===== src/grid_overlay_pixel_blend_assert.svh =====
// ----------------------------------------------------------------------------
// grid overlay assertion macros
// Shared concurrent assertion forms, clocked on clk_i, off while rst_ni low.
// ----------------------------------------------------------------------------
`ifndef GRID_OVERLAY_PIXEL_BLEND_ASSERT_SVH
`define GRID_OVERLAY_PIXEL_BLEND_ASSERT_SVH

// condition must hold whenever the antecedent holds
`define GOP_ASSERT_IMPLY(lbl, ante, cons) \
  lbl: assert property (@(posedge clk_i) disable iff (!rst_ni) (ante) |-> (cons)) \
    else $error("gop assertion failed");

// condition must hold on every clock
`define GOP_ASSERT_ALWAYS(lbl, cond) \
  lbl: assert property (@(posedge clk_i) disable iff (!rst_ni) (cond)) \
    else $error("gop assertion failed");

`endif


===== src/gop_pkg.sv =====
// ----------------------------------------------------------------------------
// gop_pkg
// Constants, types and arithmetic helpers of the grid overlay pixel blend.
// ----------------------------------------------------------------------------
package gop_pkg;

  localparam int CELL_SIZE   = 48;
  localparam int COORD_W     = 13;
  localparam int PIXEL_W     = 32;
  localparam int CFG_DATA_W  = 13;
  localparam int CFG_IDX_W   = 2;

  // register indexes
  localparam logic [CFG_IDX_W-1:0] REG_ENABLE  = 2'd0;
  localparam logic [CFG_IDX_W-1:0] REG_OPACITY = 2'd1;
  localparam logic [CFG_IDX_W-1:0] REG_WIDTH   = 2'd2;
  localparam logic [CFG_IDX_W-1:0] REG_HEIGHT  = 2'd3;

  localparam logic [7:0] OPACITY_RESET = 8'd13;
  localparam logic [7:0] ALPHA_MAX     = 8'hFF;

  // reciprocal division by the cell size, exact for any dividend below 2**DIVD_W
  localparam int DIVD_W   = COORD_W + 1;
  localparam int DIV_SH   = DIVD_W + $clog2(CELL_SIZE);
  localparam int RECIP_W  = DIVD_W + 1;
  localparam int PROD_W   = DIVD_W + RECIP_W;
  localparam logic [RECIP_W-1:0] RECIP =
    RECIP_W'(((2 ** DIV_SH) + CELL_SIZE - 1) / CELL_SIZE);
  localparam int CELL_Q_W = $clog2(((2 ** DIVD_W) - 1) / CELL_SIZE + 1);

  localparam int NUM_BLEND  = 3;
  localparam int FIFO_DEPTH = 2;
  localparam int FIFO_PTR_W = $clog2(FIFO_DEPTH);
  localparam int FIFO_CNT_W = $clog2(FIFO_DEPTH + 1);
  localparam int FRONT_STAGES = 2;
  localparam int PIPE_CAP   = FRONT_STAGES + FIFO_DEPTH + NUM_BLEND;
  localparam int FLIGHT_W   = $clog2(PIPE_CAP + 1);

  typedef struct packed {
    logic                  enable;
    logic [7:0]            opacity;
    logic [COORD_W-1:0]    width;
    logic [COORD_W-1:0]    height;
  } cfg_t;

  // classified pixel: flag bit k selects blend stage k
  typedef struct packed {
    logic [PIXEL_W-1:0]    pixel;
    logic [NUM_BLEND-1:0]  flags;
  } cls_t;

  function automatic logic [CELL_Q_W-1:0] div_cell(input logic [DIVD_W-1:0] n);
    logic [PROD_W-1:0] p;
    p = PROD_W'(n) * PROD_W'(RECIP);
    return p[DIV_SH +: CELL_Q_W];
  endfunction

  function automatic logic [DIVD_W-1:0] cell_base(input logic [CELL_Q_W-1:0] q);
    return DIVD_W'(DIVD_W'(q) * DIVD_W'(CELL_SIZE));
  endfunction

  // white over c at alpha a: (255*a + c*(255-a)) / 255, truncated
  function automatic logic [7:0] blend_chan(input logic [7:0] c, input logic [7:0] a);
    logic [15:0] n;
    logic [16:0] t;
    n = 16'(16'(a) * 16'd255) + 16'(16'(c) * 16'(8'd255 - a));
    t = 17'(n) + 17'(n[15:8]) + 17'd1;
    return t[15:8];
  endfunction

  function automatic logic [PIXEL_W-1:0] blend_white(input logic [PIXEL_W-1:0] px,
                                                     input logic [7:0] a);
    return {ALPHA_MAX, blend_chan(px[23:16], a), blend_chan(px[15:8], a),
            blend_chan(px[7:0], a)};
  endfunction

endpackage


===== src/gop_intf.sv =====
// ----------------------------------------------------------------------------
// gop interfaces
// Valid/ready channels for incoming pixels and blended results.
// ----------------------------------------------------------------------------
interface gop_pix_if;
  logic                            valid;
  logic                            ready;
  logic [gop_pkg::COORD_W-1:0]     pixel_x;
  logic [gop_pkg::COORD_W-1:0]     pixel_y;
  logic [gop_pkg::PIXEL_W-1:0]     background_pixel;

  modport source (output valid, pixel_x, pixel_y, background_pixel, input ready);
  modport sink   (input valid, pixel_x, pixel_y, background_pixel, output ready);
endinterface

interface gop_res_if;
  logic                            valid;
  logic                            ready;
  logic [gop_pkg::PIXEL_W-1:0]     result_pixel;
  logic                            touched;

  modport source (output valid, result_pixel, touched, input ready);
  modport sink   (input valid, result_pixel, touched, output ready);
endinterface


===== src/grid_overlay_pixel_blend.sv =====
// ----------------------------------------------------------------------------
// grid_overlay_pixel_blend
// Blends a white cell grid with node marks over a stream of pixels.
// ----------------------------------------------------------------------------
//  channel   dir  fields
//  pix_i     in   pixel_x[12:0], pixel_y[12:0], background_pixel[31:0]
//  res_o     out  result_pixel[31:0], touched
//  cfg       in   cfg_we_i, cfg_idx_i[1:0], cfg_data_i[12:0]
//
// One pixel per clock sustained while res_o is ready; a result passes six
// register stages (two classifier, one queue slot, three blend; the first
// one loads on the transaction edge).
// Each blend stage holds one set of 8x8 channel multipliers per color.
// Reset clears control state and loads register defaults; no memory sweep.
// A stalled res_o fills the blend pipe, then the two-entry queue, then the
// classifier, and only then drops pix_i.ready.
// ----------------------------------------------------------------------------
`include "grid_overlay_pixel_blend_assert.svh"

module grid_overlay_pixel_blend (
  input  logic                               clk_i,
  input  logic                               rst_ni,
  input  logic                               cfg_we_i,
  input  logic [gop_pkg::CFG_IDX_W-1:0]      cfg_idx_i,
  input  logic [gop_pkg::CFG_DATA_W-1:0]     cfg_data_i,
  gop_pix_if.sink                            pix_i,
  gop_res_if.source                          res_o
);

  gop_pkg::cfg_t  cfg_q;
  logic           fq_valid, fq_ready, bq_valid, bq_ready;
  gop_pkg::cls_t  fq_data, bq_data;

  always_ff @(posedge clk_i or negedge rst_ni) begin
    if (!rst_ni) begin
      cfg_q.enable  <= 1'b1;
      cfg_q.opacity <= gop_pkg::OPACITY_RESET;
      cfg_q.width   <= '0;
      cfg_q.height  <= '0;
    end else if (cfg_we_i) begin
      unique case (cfg_idx_i)
        gop_pkg::REG_ENABLE:  cfg_q.enable  <= cfg_data_i[0];
        gop_pkg::REG_OPACITY: cfg_q.opacity <= cfg_data_i[7:0];
        gop_pkg::REG_WIDTH:   cfg_q.width   <= cfg_data_i[gop_pkg::COORD_W-1:0];
        gop_pkg::REG_HEIGHT:  cfg_q.height  <= cfg_data_i[gop_pkg::COORD_W-1:0];
        default:              cfg_q         <= cfg_q;
      endcase
    end
  end

  gop_front u_front (
    .clk_i       (clk_i),
    .rst_ni      (rst_ni),
    .cfg_i       (cfg_q),
    .pix_i       (pix_i),
    .cls_valid_o (fq_valid),
    .cls_ready_i (fq_ready),
    .cls_data_o  (fq_data)
  );

  gop_fifo u_fifo (
    .clk_i      (clk_i),
    .rst_ni     (rst_ni),
    .wr_valid_i (fq_valid),
    .wr_ready_o (fq_ready),
    .wr_data_i  (fq_data),
    .rd_valid_o (bq_valid),
    .rd_ready_i (bq_ready),
    .rd_data_o  (bq_data)
  );

  gop_back u_back (
    .clk_i       (clk_i),
    .rst_ni      (rst_ni),
    .cfg_i       (cfg_q),
    .cls_valid_i (bq_valid),
    .cls_ready_o (bq_ready),
    .cls_data_i  (bq_data),
    .res_o       (res_o)
  );

  // transactions in flight, for checking only
  logic [gop_pkg::FLIGHT_W-1:0] flight_q;
  logic                         in_acc, out_acc;

  assign in_acc  = pix_i.valid && pix_i.ready;
  assign out_acc = res_o.valid && res_o.ready;

  always_ff @(posedge clk_i or negedge rst_ni) begin
    if (!rst_ni) begin
      flight_q <= '0;
    end else if (in_acc && !out_acc) begin
      flight_q <= flight_q + 1'b1;
    end else if (out_acc && !in_acc) begin
      flight_q <= flight_q - 1'b1;
    end
  end

  `GOP_ASSERT_IMPLY(a_touched_alpha, res_o.valid && res_o.touched, res_o.result_pixel[31:24] == gop_pkg::ALPHA_MAX)
  `GOP_ASSERT_ALWAYS(a_flight_cap, flight_q <= gop_pkg::FLIGHT_W'(gop_pkg::PIPE_CAP))
  `GOP_ASSERT_IMPLY(a_no_phantom, res_o.valid, flight_q != '0)

endmodule


===== src/gop_front.sv =====
// ----------------------------------------------------------------------------
// gop_front
// Two-stage classifier: finds the cell grid position of a pixel and decides
// which of the line and node blends apply.
// ----------------------------------------------------------------------------
module gop_front (
  input  logic                clk_i,
  input  logic                rst_ni,
  input  gop_pkg::cfg_t       cfg_i,
  gop_pix_if.sink             pix_i,
  output logic                cls_valid_o,
  input  logic                cls_ready_i,
  output gop_pkg::cls_t       cls_data_o
);

  // stage a: quotients
  logic                              a_valid_q;
  logic                              a_act_q;
  logic [gop_pkg::COORD_W-1:0]       a_x_q, a_y_q;
  logic [gop_pkg::PIXEL_W-1:0]       a_px_q;
  logic [gop_pkg::CELL_Q_W-1:0]      a_col_q, a_row_q, a_ncol_q, a_nrow_q;
  logic [gop_pkg::CELL_Q_W-1:0]      a_cols_q, a_rows_q;
  logic                              a_ready;
  logic                              act;

  // stage b: classified pixel
  logic                              b_valid_q;
  gop_pkg::cls_t                     b_data_q;
  logic                              b_ready;

  assign b_ready     = !b_valid_q || cls_ready_i;
  assign a_ready     = !a_valid_q || b_ready;
  assign pix_i.ready = a_ready;

  assign act = cfg_i.enable && (cfg_i.opacity != 8'd0) &&
               (pix_i.pixel_x < cfg_i.width) && (pix_i.pixel_y < cfg_i.height);

  always_ff @(posedge clk_i or negedge rst_ni) begin
    if (!rst_ni) begin
      a_valid_q <= 1'b0;
    end else if (a_ready) begin
      a_valid_q <= pix_i.valid;
    end
  end

  always_ff @(posedge clk_i) begin
    if (a_ready && pix_i.valid) begin
      a_act_q  <= act;
      a_x_q    <= pix_i.pixel_x;
      a_y_q    <= pix_i.pixel_y;
      a_px_q   <= pix_i.background_pixel;
      a_col_q  <= gop_pkg::div_cell(gop_pkg::DIVD_W'(pix_i.pixel_x));
      a_row_q  <= gop_pkg::div_cell(gop_pkg::DIVD_W'(pix_i.pixel_y));
      // nearest intersection lies at most two pixels ahead
      a_ncol_q <= gop_pkg::div_cell(gop_pkg::DIVD_W'(pix_i.pixel_x) + gop_pkg::DIVD_W'(2));
      a_nrow_q <= gop_pkg::div_cell(gop_pkg::DIVD_W'(pix_i.pixel_y) + gop_pkg::DIVD_W'(2));
      a_cols_q <= gop_pkg::div_cell(gop_pkg::DIVD_W'(cfg_i.width));
      a_rows_q <= gop_pkg::div_cell(gop_pkg::DIVD_W'(cfg_i.height));
    end
  end

  logic                          hline, vline, node, node_in, ce, re;
  logic signed [gop_pkg::DIVD_W:0] dx, dy;
  logic [gop_pkg::DIVD_W:0]      adx, ady;
  logic [gop_pkg::DIVD_W+1:0]    md;

  always_comb begin
    hline = a_act_q && (gop_pkg::cell_base(a_row_q) == gop_pkg::DIVD_W'(a_y_q)) &&
            (a_row_q != '0) && (a_row_q < a_rows_q);
    vline = a_act_q && (gop_pkg::cell_base(a_col_q) == gop_pkg::DIVD_W'(a_x_q)) &&
            (a_col_q != '0) && (a_col_q < a_cols_q);
    dx = $signed({2'b00, a_x_q}) - $signed({1'b0, gop_pkg::cell_base(a_ncol_q)});
    dy = $signed({2'b00, a_y_q}) - $signed({1'b0, gop_pkg::cell_base(a_nrow_q)});
    adx = dx[gop_pkg::DIVD_W] ? (gop_pkg::DIVD_W+1)'(-dx) : (gop_pkg::DIVD_W+1)'(dx);
    ady = dy[gop_pkg::DIVD_W] ? (gop_pkg::DIVD_W+1)'(-dy) : (gop_pkg::DIVD_W+1)'(dy);
    md  = (gop_pkg::DIVD_W+2)'(adx) + (gop_pkg::DIVD_W+2)'(ady);
    ce  = !a_ncol_q[0];
    re  = !a_nrow_q[0];
    node_in = a_act_q && (a_ncol_q != '0) && (a_ncol_q < a_cols_q) &&
              (a_nrow_q != '0) && (a_nrow_q < a_rows_q);
    // diamond on even-even nodes, cross on odd-odd nodes
    node = node_in && ((ce && re && (md == (gop_pkg::DIVD_W+2)'(2))) ||
                       (!ce && !re && (md <= (gop_pkg::DIVD_W+2)'(1))));
  end

  always_ff @(posedge clk_i or negedge rst_ni) begin
    if (!rst_ni) begin
      b_valid_q <= 1'b0;
    end else if (b_ready) begin
      b_valid_q <= a_valid_q;
    end
  end

  always_ff @(posedge clk_i) begin
    if (b_ready && a_valid_q) begin
      b_data_q.pixel <= a_px_q;
      b_data_q.flags <= {node, vline, hline};
    end
  end

  assign cls_valid_o = b_valid_q;
  assign cls_data_o  = b_data_q;

endmodule


===== src/gop_fifo.sv =====
// ----------------------------------------------------------------------------
// gop_fifo
// Short queue of classified pixels between the classifier and blend pipe.
// ----------------------------------------------------------------------------
module gop_fifo (
  input  logic            clk_i,
  input  logic            rst_ni,
  input  logic            wr_valid_i,
  output logic            wr_ready_o,
  input  gop_pkg::cls_t   wr_data_i,
  output logic            rd_valid_o,
  input  logic            rd_ready_i,
  output gop_pkg::cls_t   rd_data_o
);

  gop_pkg::cls_t                   mem_q [gop_pkg::FIFO_DEPTH];
  logic [gop_pkg::FIFO_PTR_W-1:0]  wr_ptr_q, rd_ptr_q;
  logic [gop_pkg::FIFO_CNT_W-1:0]  cnt_q;
  logic                            push, pop;

  assign wr_ready_o = (cnt_q != gop_pkg::FIFO_CNT_W'(gop_pkg::FIFO_DEPTH));
  assign rd_valid_o = (cnt_q != '0);
  assign push       = wr_valid_i && wr_ready_o;
  assign pop        = rd_valid_o && rd_ready_i;
  assign rd_data_o  = mem_q[rd_ptr_q];

  always_ff @(posedge clk_i or negedge rst_ni) begin
    if (!rst_ni) begin
      wr_ptr_q <= '0;
      rd_ptr_q <= '0;
      cnt_q    <= '0;
    end else begin
      if (push) begin
        wr_ptr_q <= wr_ptr_q + 1'b1;
      end
      if (pop) begin
        rd_ptr_q <= rd_ptr_q + 1'b1;
      end
      if (push && !pop) begin
        cnt_q <= cnt_q + 1'b1;
      end else if (pop && !push) begin
        cnt_q <= cnt_q - 1'b1;
      end
    end
  end

  always_ff @(posedge clk_i) begin
    if (push) begin
      mem_q[wr_ptr_q] <= wr_data_i;
    end
  end

endmodule


===== src/gop_back.sv =====
// ----------------------------------------------------------------------------
// gop_back
// Blend pipe: horizontal line, vertical line and node blends, one stage each;
// the last stage is the output register.
// ----------------------------------------------------------------------------
module gop_back (
  input  logic            clk_i,
  input  logic            rst_ni,
  input  gop_pkg::cfg_t   cfg_i,
  input  logic            cls_valid_i,
  output logic            cls_ready_o,
  input  gop_pkg::cls_t   cls_data_i,
  gop_res_if.source       res_o
);

  localparam int NB = gop_pkg::NUM_BLEND;

  logic [NB-1:0]                v_q;
  logic [gop_pkg::PIXEL_W-1:0]  px_q [NB];
  logic [NB-1:0]                fl_q [NB];
  logic [NB-1:0]                t_q;
  logic [NB:0]                  rdy;
  logic [7:0]                   line_a, node_a;

  assign line_a = cfg_i.opacity;
  assign node_a = cfg_i.opacity[7] ? gop_pkg::ALPHA_MAX : {cfg_i.opacity[6:0], 1'b0};

  assign rdy[NB]     = res_o.ready;
  assign cls_ready_o = rdy[0];

  for (genvar k = 0; k < NB; k++) begin : g_stage
    logic                          in_v;
    logic [gop_pkg::PIXEL_W-1:0]   in_px;
    logic [NB-1:0]                 in_fl;
    logic                          in_t;
    logic [7:0]                    alpha;

    if (k == 0) begin : g_head
      assign in_v  = cls_valid_i;
      assign in_px = cls_data_i.pixel;
      assign in_fl = cls_data_i.flags;
      assign in_t  = 1'b0;
    end else begin : g_link
      assign in_v  = v_q[k-1];
      assign in_px = px_q[k-1];
      assign in_fl = fl_q[k-1];
      assign in_t  = t_q[k-1];
    end

    // the node blend comes last and uses the doubled alpha
    assign alpha  = (k == NB - 1) ? node_a : line_a;
    assign rdy[k] = !v_q[k] || rdy[k+1];

    always_ff @(posedge clk_i or negedge rst_ni) begin
      if (!rst_ni) begin
        v_q[k] <= 1'b0;
      end else if (rdy[k]) begin
        v_q[k] <= in_v;
      end
    end

    always_ff @(posedge clk_i) begin
      if (rdy[k] && in_v) begin
        px_q[k] <= in_fl[k] ? gop_pkg::blend_white(in_px, alpha) : in_px;
        fl_q[k] <= in_fl;
        t_q[k]  <= in_t || in_fl[k];
      end
    end
  end

  assign res_o.valid        = v_q[NB-1];
  assign res_o.result_pixel = px_q[NB-1];
  assign res_o.touched      = t_q[NB-1];

endmodule


===== src/flat_wrapper.sv =====
// flat-port wrapper written by rule: the top's interface ports become plain ports
module grid_overlay_pixel_blend_flat 
  (clk_i, rst_ni, cfg_we_i, cfg_idx_i, cfg_data_i, pix_i_valid, pix_i_pixel_x, pix_i_pixel_y, pix_i_background_pixel, pix_i_ready, res_o_valid, res_o_result_pixel, res_o_touched, res_o_ready);
  gop_pix_if pix_i_i ();
  gop_res_if res_o_i ();
  input  logic clk_i;
  input  logic rst_ni;
  input  logic cfg_we_i;
  input  logic [gop_pkg::CFG_IDX_W-1:0] cfg_idx_i;
  input  logic [gop_pkg::CFG_DATA_W-1:0] cfg_data_i;
  input wire logic [$bits(pix_i_i.valid)-1:0] pix_i_valid;
  input wire logic [$bits(pix_i_i.pixel_x)-1:0] pix_i_pixel_x;
  input wire logic [$bits(pix_i_i.pixel_y)-1:0] pix_i_pixel_y;
  input wire logic [$bits(pix_i_i.background_pixel)-1:0] pix_i_background_pixel;
  output wire logic [$bits(pix_i_i.ready)-1:0] pix_i_ready;
  output wire logic [$bits(res_o_i.valid)-1:0] res_o_valid;
  output wire logic [$bits(res_o_i.result_pixel)-1:0] res_o_result_pixel;
  output wire logic [$bits(res_o_i.touched)-1:0] res_o_touched;
  input wire logic [$bits(res_o_i.ready)-1:0] res_o_ready;
  assign pix_i_i.valid = pix_i_valid;
  assign pix_i_i.pixel_x = pix_i_pixel_x;
  assign pix_i_i.pixel_y = pix_i_pixel_y;
  assign pix_i_i.background_pixel = pix_i_background_pixel;
  assign pix_i_ready = pix_i_i.ready;
  assign res_o_valid = res_o_i.valid;
  assign res_o_result_pixel = res_o_i.result_pixel;
  assign res_o_touched = res_o_i.touched;
  assign res_o_i.ready = res_o_ready;
  grid_overlay_pixel_blend u_core (.clk_i(clk_i), .rst_ni(rst_ni), .cfg_we_i(cfg_we_i), .cfg_idx_i(cfg_idx_i), .cfg_data_i(cfg_data_i), .pix_i(pix_i_i), .res_o(res_o_i));
endmodule

===== config.mk =====
export PLATFORM = sky130hd
export DESIGN_NAME = grid_overlay_pixel_blend_flat
export DESIGN_NICKNAME = d
export VERILOG_FILES = /design/src/gop_pkg.sv /design/src/gop_intf.sv /design/src/grid_overlay_pixel_blend.sv /design/src/gop_front.sv /design/src/gop_fifo.sv /design/src/gop_back.sv /design/src/flat_wrapper.sv
export VERILOG_INCLUDE_DIRS = /design/src /design/src/src
export SDC_FILE = /design/constraint.sdc
export NUM_CORES = 2
export LEC_CHECK = 0
export CAP_MARGIN = 20
export CELL_PAD_IN_SITES_DETAIL_PLACEMENT = 1
export CELL_PAD_IN_SITES_GLOBAL_PLACEMENT = 1
export CORE_UTILIZATION = 40
export CTS_CLUSTER_SIZE = 25
export DETAILED_ROUTE_END_ITERATION = 12
export DONT_BUFFER_PORTS = 1
export MAX_ROUTING_LAYER = met4
export PLACE_DENSITY_LB_ADDON = 0.1
export SLEW_MARGIN = 5
export SYNTH_ARGS = -nofsm -noshare
export SYNTH_HDL_FRONTEND = slang
export SYNTH_SLANG_ARGS = --single-unit

===== constraint.sdc =====
create_clock -name clk_i -period 10.05 [get_ports clk_i]
set_clock_uncertainty 0.2 [all_clocks]
set_input_delay 0.5025 -clock clk_i [delete_from_list [all_inputs] [get_ports clk_i]]
set_output_delay 0.5025 -clock clk_i [all_outputs]
set_load 0.01 [all_outputs]

# ---- Word-level counts from Yosys, hierarchy flattened
# Memories as Yosys holds them, arrays and structs flattened.
# Index checks and enable logic that the tools add are counted.
dict set report totals {
  ff_bits 191
  latch_bits 0
  mem_bits_rw 175
  romBits 0
  inputBits 78
  mem_count 3
}
# name words width rd rd_clocked_by_memory_dff write_ports line
set mem_list {}
lappend mem_list {u_core.u_back.px_q 3 32 3 0 3 gop_back.sv:19} ;# logic [gop_pkg::PIXEL_W-1:0] px_q [NB];
lappend mem_list {u_core.u_fifo.mem_q 2 35 1 0 1 gop_fifo.sv:16} ;# gop_pkg::cls_t mem_q [gop_pkg::FIFO_DEPTH];
lappend mem_list {u_core.u_back.fl_q 3 3 2 0 3 gop_back.sv:20} ;# logic [NB-1:0] fl_q [NB];
dict set report op_classes {
  n_addsub 40
  n_mul 21
  div 0
  magnitude_cmp 7
  eq_ne 7
  shift 0
  mux 16
  n_bitwise 0
  reduce_logical 55
}
# cell count
set ops {}
lappend ops {{16-bit by 1-bit adder with 16-bit output (second input constant)} 9}
lappend ops {{16-bit adder} 9}
lappend ops {{16-bit by 8-bit adder with 16-bit output} 9}
lappend ops {{8-bit by 16-bit multiplier with 16-bit output} 7}
lappend ops {{13-bit by 14-bit multiplier with 27-bit output (second input constant)} 4}
lappend ops {{32-bit two-way mux} 3}
lappend ops {{14-bit by 14-bit multiplier with 28-bit output (second input constant)} 2}
lappend ops {{9-bit nonzero test} 4}
lappend ops {{8-bit by 8-bit multiplier with 16-bit output (second input constant)} 2}
lappend ops {{9-bit by 9-bit multiplier with 16-bit output} 2}
lappend ops {{15-bit two-way mux} 2}
lappend ops {{15-bit negator} 2}
lappend ops {{13-bit by 14-bit subtractor with 15-bit output} 2}
lappend ops {{13-bit by 2-bit adder with 14-bit output (second input constant)} 2}
lappend ops {{14-bit by 13-bit == test with 1-bit output} 2}
lappend ops {{1-bit logical AND} 26}
lappend ops {{13-bit < comparator} 2}
lappend ops {{8-bit by 2-bit multiplier with 10-bit output (second input constant)} 2}
lappend ops {{9-bit by 2-bit multiplier with 10-bit output (second input constant)} 2}
lappend ops {{9-bit by 8-bit < comparator with 1-bit output} 2}
lappend ops {{8-bit by 8-bit subtractor with 9-bit output (first input constant)} 2}
lappend ops {{15-bit by 15-bit adder with 16-bit output} 1}
lappend ops {{16-bit by 2-bit == test with 1-bit output (second input constant)} 1}
lappend ops {{16-bit by 1-bit <= comparator with 1-bit output (second input constant)} 1}
lappend ops {{16 further kinds} 46}

# ---- Depth between registers and ports, before layout
dict set report logic_depth {
  ltp_word 9
  depth_mapped 44
}

# ---- Hierarchy
# From an unflattened synthesis, not the netlist that was laid out.
dict set report hier_totals {
  hier_cells 6341
  hier_area_um2 62789.0
}
# module n_inst cells_per_inst area_per_inst_um2 seq_area_each_um2
set by_module_without_submodules {}
lappend by_module_without_submodules {gop_back 1 3739 33363.2 3138.0}
lappend by_module_without_submodules {gop_front 1 2399 25169.1 4374.2}
lappend by_module_without_submodules {gop_fifo 1 127 2870.3 2202.1}
lappend by_module_without_submodules {grid_overlay_pixel_blend 1 76 1386.3 880.8}

# ---- Worst setup path before layout
# OpenSTA, ideal clock, no wires.
dict set report synth_path {
  path_type {flip-flop to flip-flop}
  startpoint {register u_core.cfg_q[33] (netlist bit)}
  endpoint {memory u_core.u_back.px_q[0][80] (netlist bit), data pin}
  setup_time_ps 260
  arrival_ps 9352
  required_time_ps 9590
  setup_slack_ps 238
  path_stages_with_launch 41
  n_path_buf 4
  cell_sequence {dfrtp_1 > clkbuf_1 > clkbuf_1 > clkbuf_1 > buf_1 > nor2_1 > ha_1 > xor2_1 > ha_1 > fa_1 > inv_1 > fa_1 > inv_1 > ha_1 > o21a_1 > o21ai_1 > nand2_1 > fa_1 > [... 5 more ...] > inv_1 > ha_1 > o21ai_0 > o21ai_1 > nand2_1 > o21ai_0 > o22ai_1 > xnor2_1 > xnor2_1 > ha_1 > a21o_1 > or2_2 > nor2_1 > nand3_1 > o221ai_1 > nor2_1 > xnor2_1 > mux2_2}
}
# element line
set synth_lines {}
lappend synth_lines {{start, declared} grid_overlay_pixel_blend.sv:30} ;# gop_pkg::cfg_t cfg_q;
lappend synth_lines {{start signal, assigned} grid_overlay_pixel_blend.sv:46} ;# default: cfg_q <= cfg_q;
lappend synth_lines {{end, declared} gop_back.sv:19}

==> results_dict.tcl <==
set metrics [dict create \
    outcome "completed" \
    cts.sinks 360 \
    r2r_slack_ns 0.40 \
    io_buffers 0 \
    clkSlewWorstSetupHoldPaths_ns 0.07 \
    clock_latency_ns 0.66 \
    criticalPathCategory "reg -> reg" \
    r2r_cells 35 \
    drive_above_1_share 0.0639 \
    synth_largest_area_cell "fa_1" \
    finalSetupTns_ns 0 \
    synth_ff_type "edfxtp_1" \
    yosysUniqueCellTypes 109 \
    slowest_stage "fa_1" \
    finalSetupViolations 0 \
    start_kind "flip-flop" \
    first_iter_violations 1563 \
    crit_fanout 10 \
    pin_count 113 \
    overflow 0 \
    synth_edf_count 316 \
    grt_pass1_vias 48500 \
    num_rows 143 \
    synth_warnings 0 \
    post_drt_wl_per_cell_um 20.7 \
    die-area_mm2 0.156 \
    rr_endpoint "u_core.u_back.px_q[0][79]$_DFFE_PP_" \
    remaining_drc_errors 0 \
    cts_tree "done" \
    crit_top_cell "inv_1" \
    syn-cell-area_mm2 0.0618 \
    fmax_mhz 104 \
    worstHoldPathType "in -> reg" \
    grt_antenna_before_repair 9 \
    max_stage_delay_ns 0.58 \
    cts.path.max_buffers 3 \
    final_nets 8351 \
    fin_crit_ns 9.65 \
    cp_data_required_time_ns 10.28 \
    avgSynthCellArea_um2 9.85 \
    crit_start "u_core.cfg_q[33]$_DFFE_PN0P_" \
    slew_viol_final 0 \
    ant_nets 0 \
    die_w_um 395 \
    grt_pass1_wl_um 280000 \
    dpl_cell_area_mm2 0.0648 \
    firstDrtPassIters 5 \
    routed_wirelength_um 176000 \
    nFillCells 17200 \
    grt_use_total 0.237 \
    cp.arrival_ns 9.88 \
    period_share 0.961 \
    syn_inst 6273 \
    critical_path.endpoint "u_core.u_back.px_q[0][79]$_DFFE_PP_" \
    reg2reg_from "u_core.cfg_q[33]$_DFFE_PN0P_" \
    initial_core_util 0.405 \
    slew_headroom 0.167 \
    synth_area_leaders "fa_1 26%, ha_1 22%, edfxtp_1 15%" \
    numCtsBuffers 48 \
    synth_top_area_frac 0.262 \
    root_buffer "clkbuf_16" \
    grt_max_degree 60 \
    cts_htree_levels 2 \
    hpwl_um 145000 \
    hold_violations 0 \
    coreArea_mm2 0.153 \
    synth-seq-area-share 0.171 \
    endpoint_kind "flip-flop" \
    drv_cap 0 \
    finalInstanceArea_mm2 0.0674 \
    place.gp.congestion 0.892 \
    vias 43400 \
    fin_util 0.442 \
    via_per_inst 5.13 \
    area_delta_synth_final_pct 9.02 \
    worst_slew_pin_slew_ns 1.24 \
    die_h_um 395 \
    synthArstFlopShare 0.122 \
    synth_seq_cells 360 \
]
-- stage by stage --
stage	setup WS (ns)	hold WS (ns)	instances
6_report	0.396	0.0643	8468
3_3_place_gp	0.146	0.00843	8300
5_1_grt	-0.0453	0.0325	8466
2_1_floorplan	0.238	0.00691	6282
4_1_cts	0.00158	0.0200	8465
3_5_place_dp	0.0141	0.00856	8301
-- sequential cells by signal, summed over array words and instances (netlist names), 4 cells and up --
| signal | flops |
|---|---|
| u_core.u_back.px_q | 96 |
| u_core.u_front.a_px_q | 32 |
| u_core.u_front.a_x_q | 13 |
| u_core.u_front.a_y_q | 13 |
| u_core.u_front.a_cols_q | 8 |
| u_core.u_front.cls_data_o | 35 |
| u_core.u_front.a_ncol_q | 9 |
| u_core.u_front.a_rows_q | 8 |
| u_core.u_front.a_col_q | 8 |
| u_core.cfg_q | 35 |
| u_core.u_front.a_row_q | 8 |
| u_core.u_back.fl_q | 4 |
| u_core.u_fifo.mem_q | 70 |
| u_core.u_front.a_nrow_q | 9 |
-- repair_timing --
| action | in CTS | in global routing |
|---|---|---|
| gates resized for setup | 1 | 27 |
| endpoints found under the setup margin | 3 | 38 |
| setup buffers | 0 | 1 |
| hold buffers | 77 | 0 |
| gates cloned | 0 | 0 |
| endpoints found under the hold margin | 142 | 0 |
| pin swaps | 0 | 5 |
-- worst min path at each step --
| stage | slack [ns] | start | depth (start not counted) | to |
|---|---|---|---|---|
| after floorplan | 0.007 | rst_ni | 0 | u_core.cfg_q[0]$_DFFE_PN0P_ |
| after global placement | 0.008 | rst_ni | 0 | u_core.u_front.a_valid_q$_DFFE_PN0N_ |
| after detailed placement | 0.009 | rst_ni | 0 | u_core.u_front.a_valid_q$_DFFE_PN0N_ |
| after CTS | 0.02 | cfg_we_i | 2 | u_core.cfg_q[34]$_DFFE_PN1P_ |
| after global routing | 0.03 | cfg_we_i | 2 | u_core.cfg_q[34]$_DFFE_PN1P_ |
| final | 0.06 | cfg_we_i | 2 | u_core.cfg_q[34]$_DFFE_PN1P_ |
-- cells by family (layout without fill, tap and decap cells) --
kind of cell             count (synthesis)  in the layout  synth area share
adder cells (fa/ha/maj)               1876           1876             0.478
multiplexers                           106            106            0.0182
AND/OR/NAND/NOR                       1361           1361             0.110
XOR/XNOR                               345            345            0.0509
buffers and inverters                 1474           1628            0.0897
other                                    1             12         0.0000607
flip-flops                             360            360             0.171
AO/OA/AOI/OAI                          750            750            0.0822
-- synth_stat cells (all sizes together) (33+ instances only) --
cell,n
a211oi,34
xnor2,229
mux2,50
nand2b,33
or2,112
edfxtp,316
and2,46
and3,33
fa,808
a21o,105
mux2i,56
nor2b,150
nand3,78
clkbuf,91
o21bai,35
ha,1066
nand4,37
o21ai,120
xor2,108
inv,1363
o21a,45
nor3,67
nor2,388
nand2,305
dfrtp,40
a21oi,200
-- critical path: cells and delay by family, from the launching register on --
family                   cells  cell delay [ns]
AND/OR/NAND/NOR              3             0.44
AO/OA/AOI/OAI                8             1.96
XOR/XNOR                     4             0.57
buffers and inverters        8             0.70
multiplexers                 1             0.27
flip-flops                   1             0.50
adder cells (fa/ha/maj)     11             4.80
-- routing by layer --
layer | wire length, um | vias up | track usage
met1 | 78300 | 22200 | 0.296
li1 | - | 20700 | -
met4 | 3150 | 0 | 0.0439
met2 | 90600 | 391 | 0.422
met3 | 3590 | 142 | 0.0179
met5 | 0 | - | -
-- cell type report --
cell class,count,area [um2],area share
clock inverter,35,435,0.00646
sequential,360,10600,0.157
timing repair buffer,175,1540,0.0228
tap,2030,2540,0.0377
clock buffer,52,1220,0.0180
antenna,2,5.00,0.0000743
multi-input combinational,4448,45900,0.681
inverter,1366,5130,0.0761
-- cell usage in the layout (no fill, tap or decap), drive strengths merged, types with 12 or more instances in the layout --
cell and n:
o31ai 22, nor2b 150, o211ai 23, xnor2 229, mux2i 56, nand3 78
o21a 45, or2 112, nand2b 33, or3 23, nor4 20, xor2 108
nor3 67, o21ai 120, a211oi 34, nand3b 13, a31oi 23, nand4 37
a21oi 200, and2 46, a2111oi 13, o21bai 35, a211o 12, dfrtp 40
fa 808, mux2 50, nand2 305, nor2 388, edfxtp 316, a21o 105
and3 33, ha 1066, inv 1366, clkinv 23, buf 99, clkbuf 52
dlygate4sd3 76, a21boi 12
Power is not shown: default switching activity piles up to over one toggle a cycle in this logic, so the estimate is an artifact.
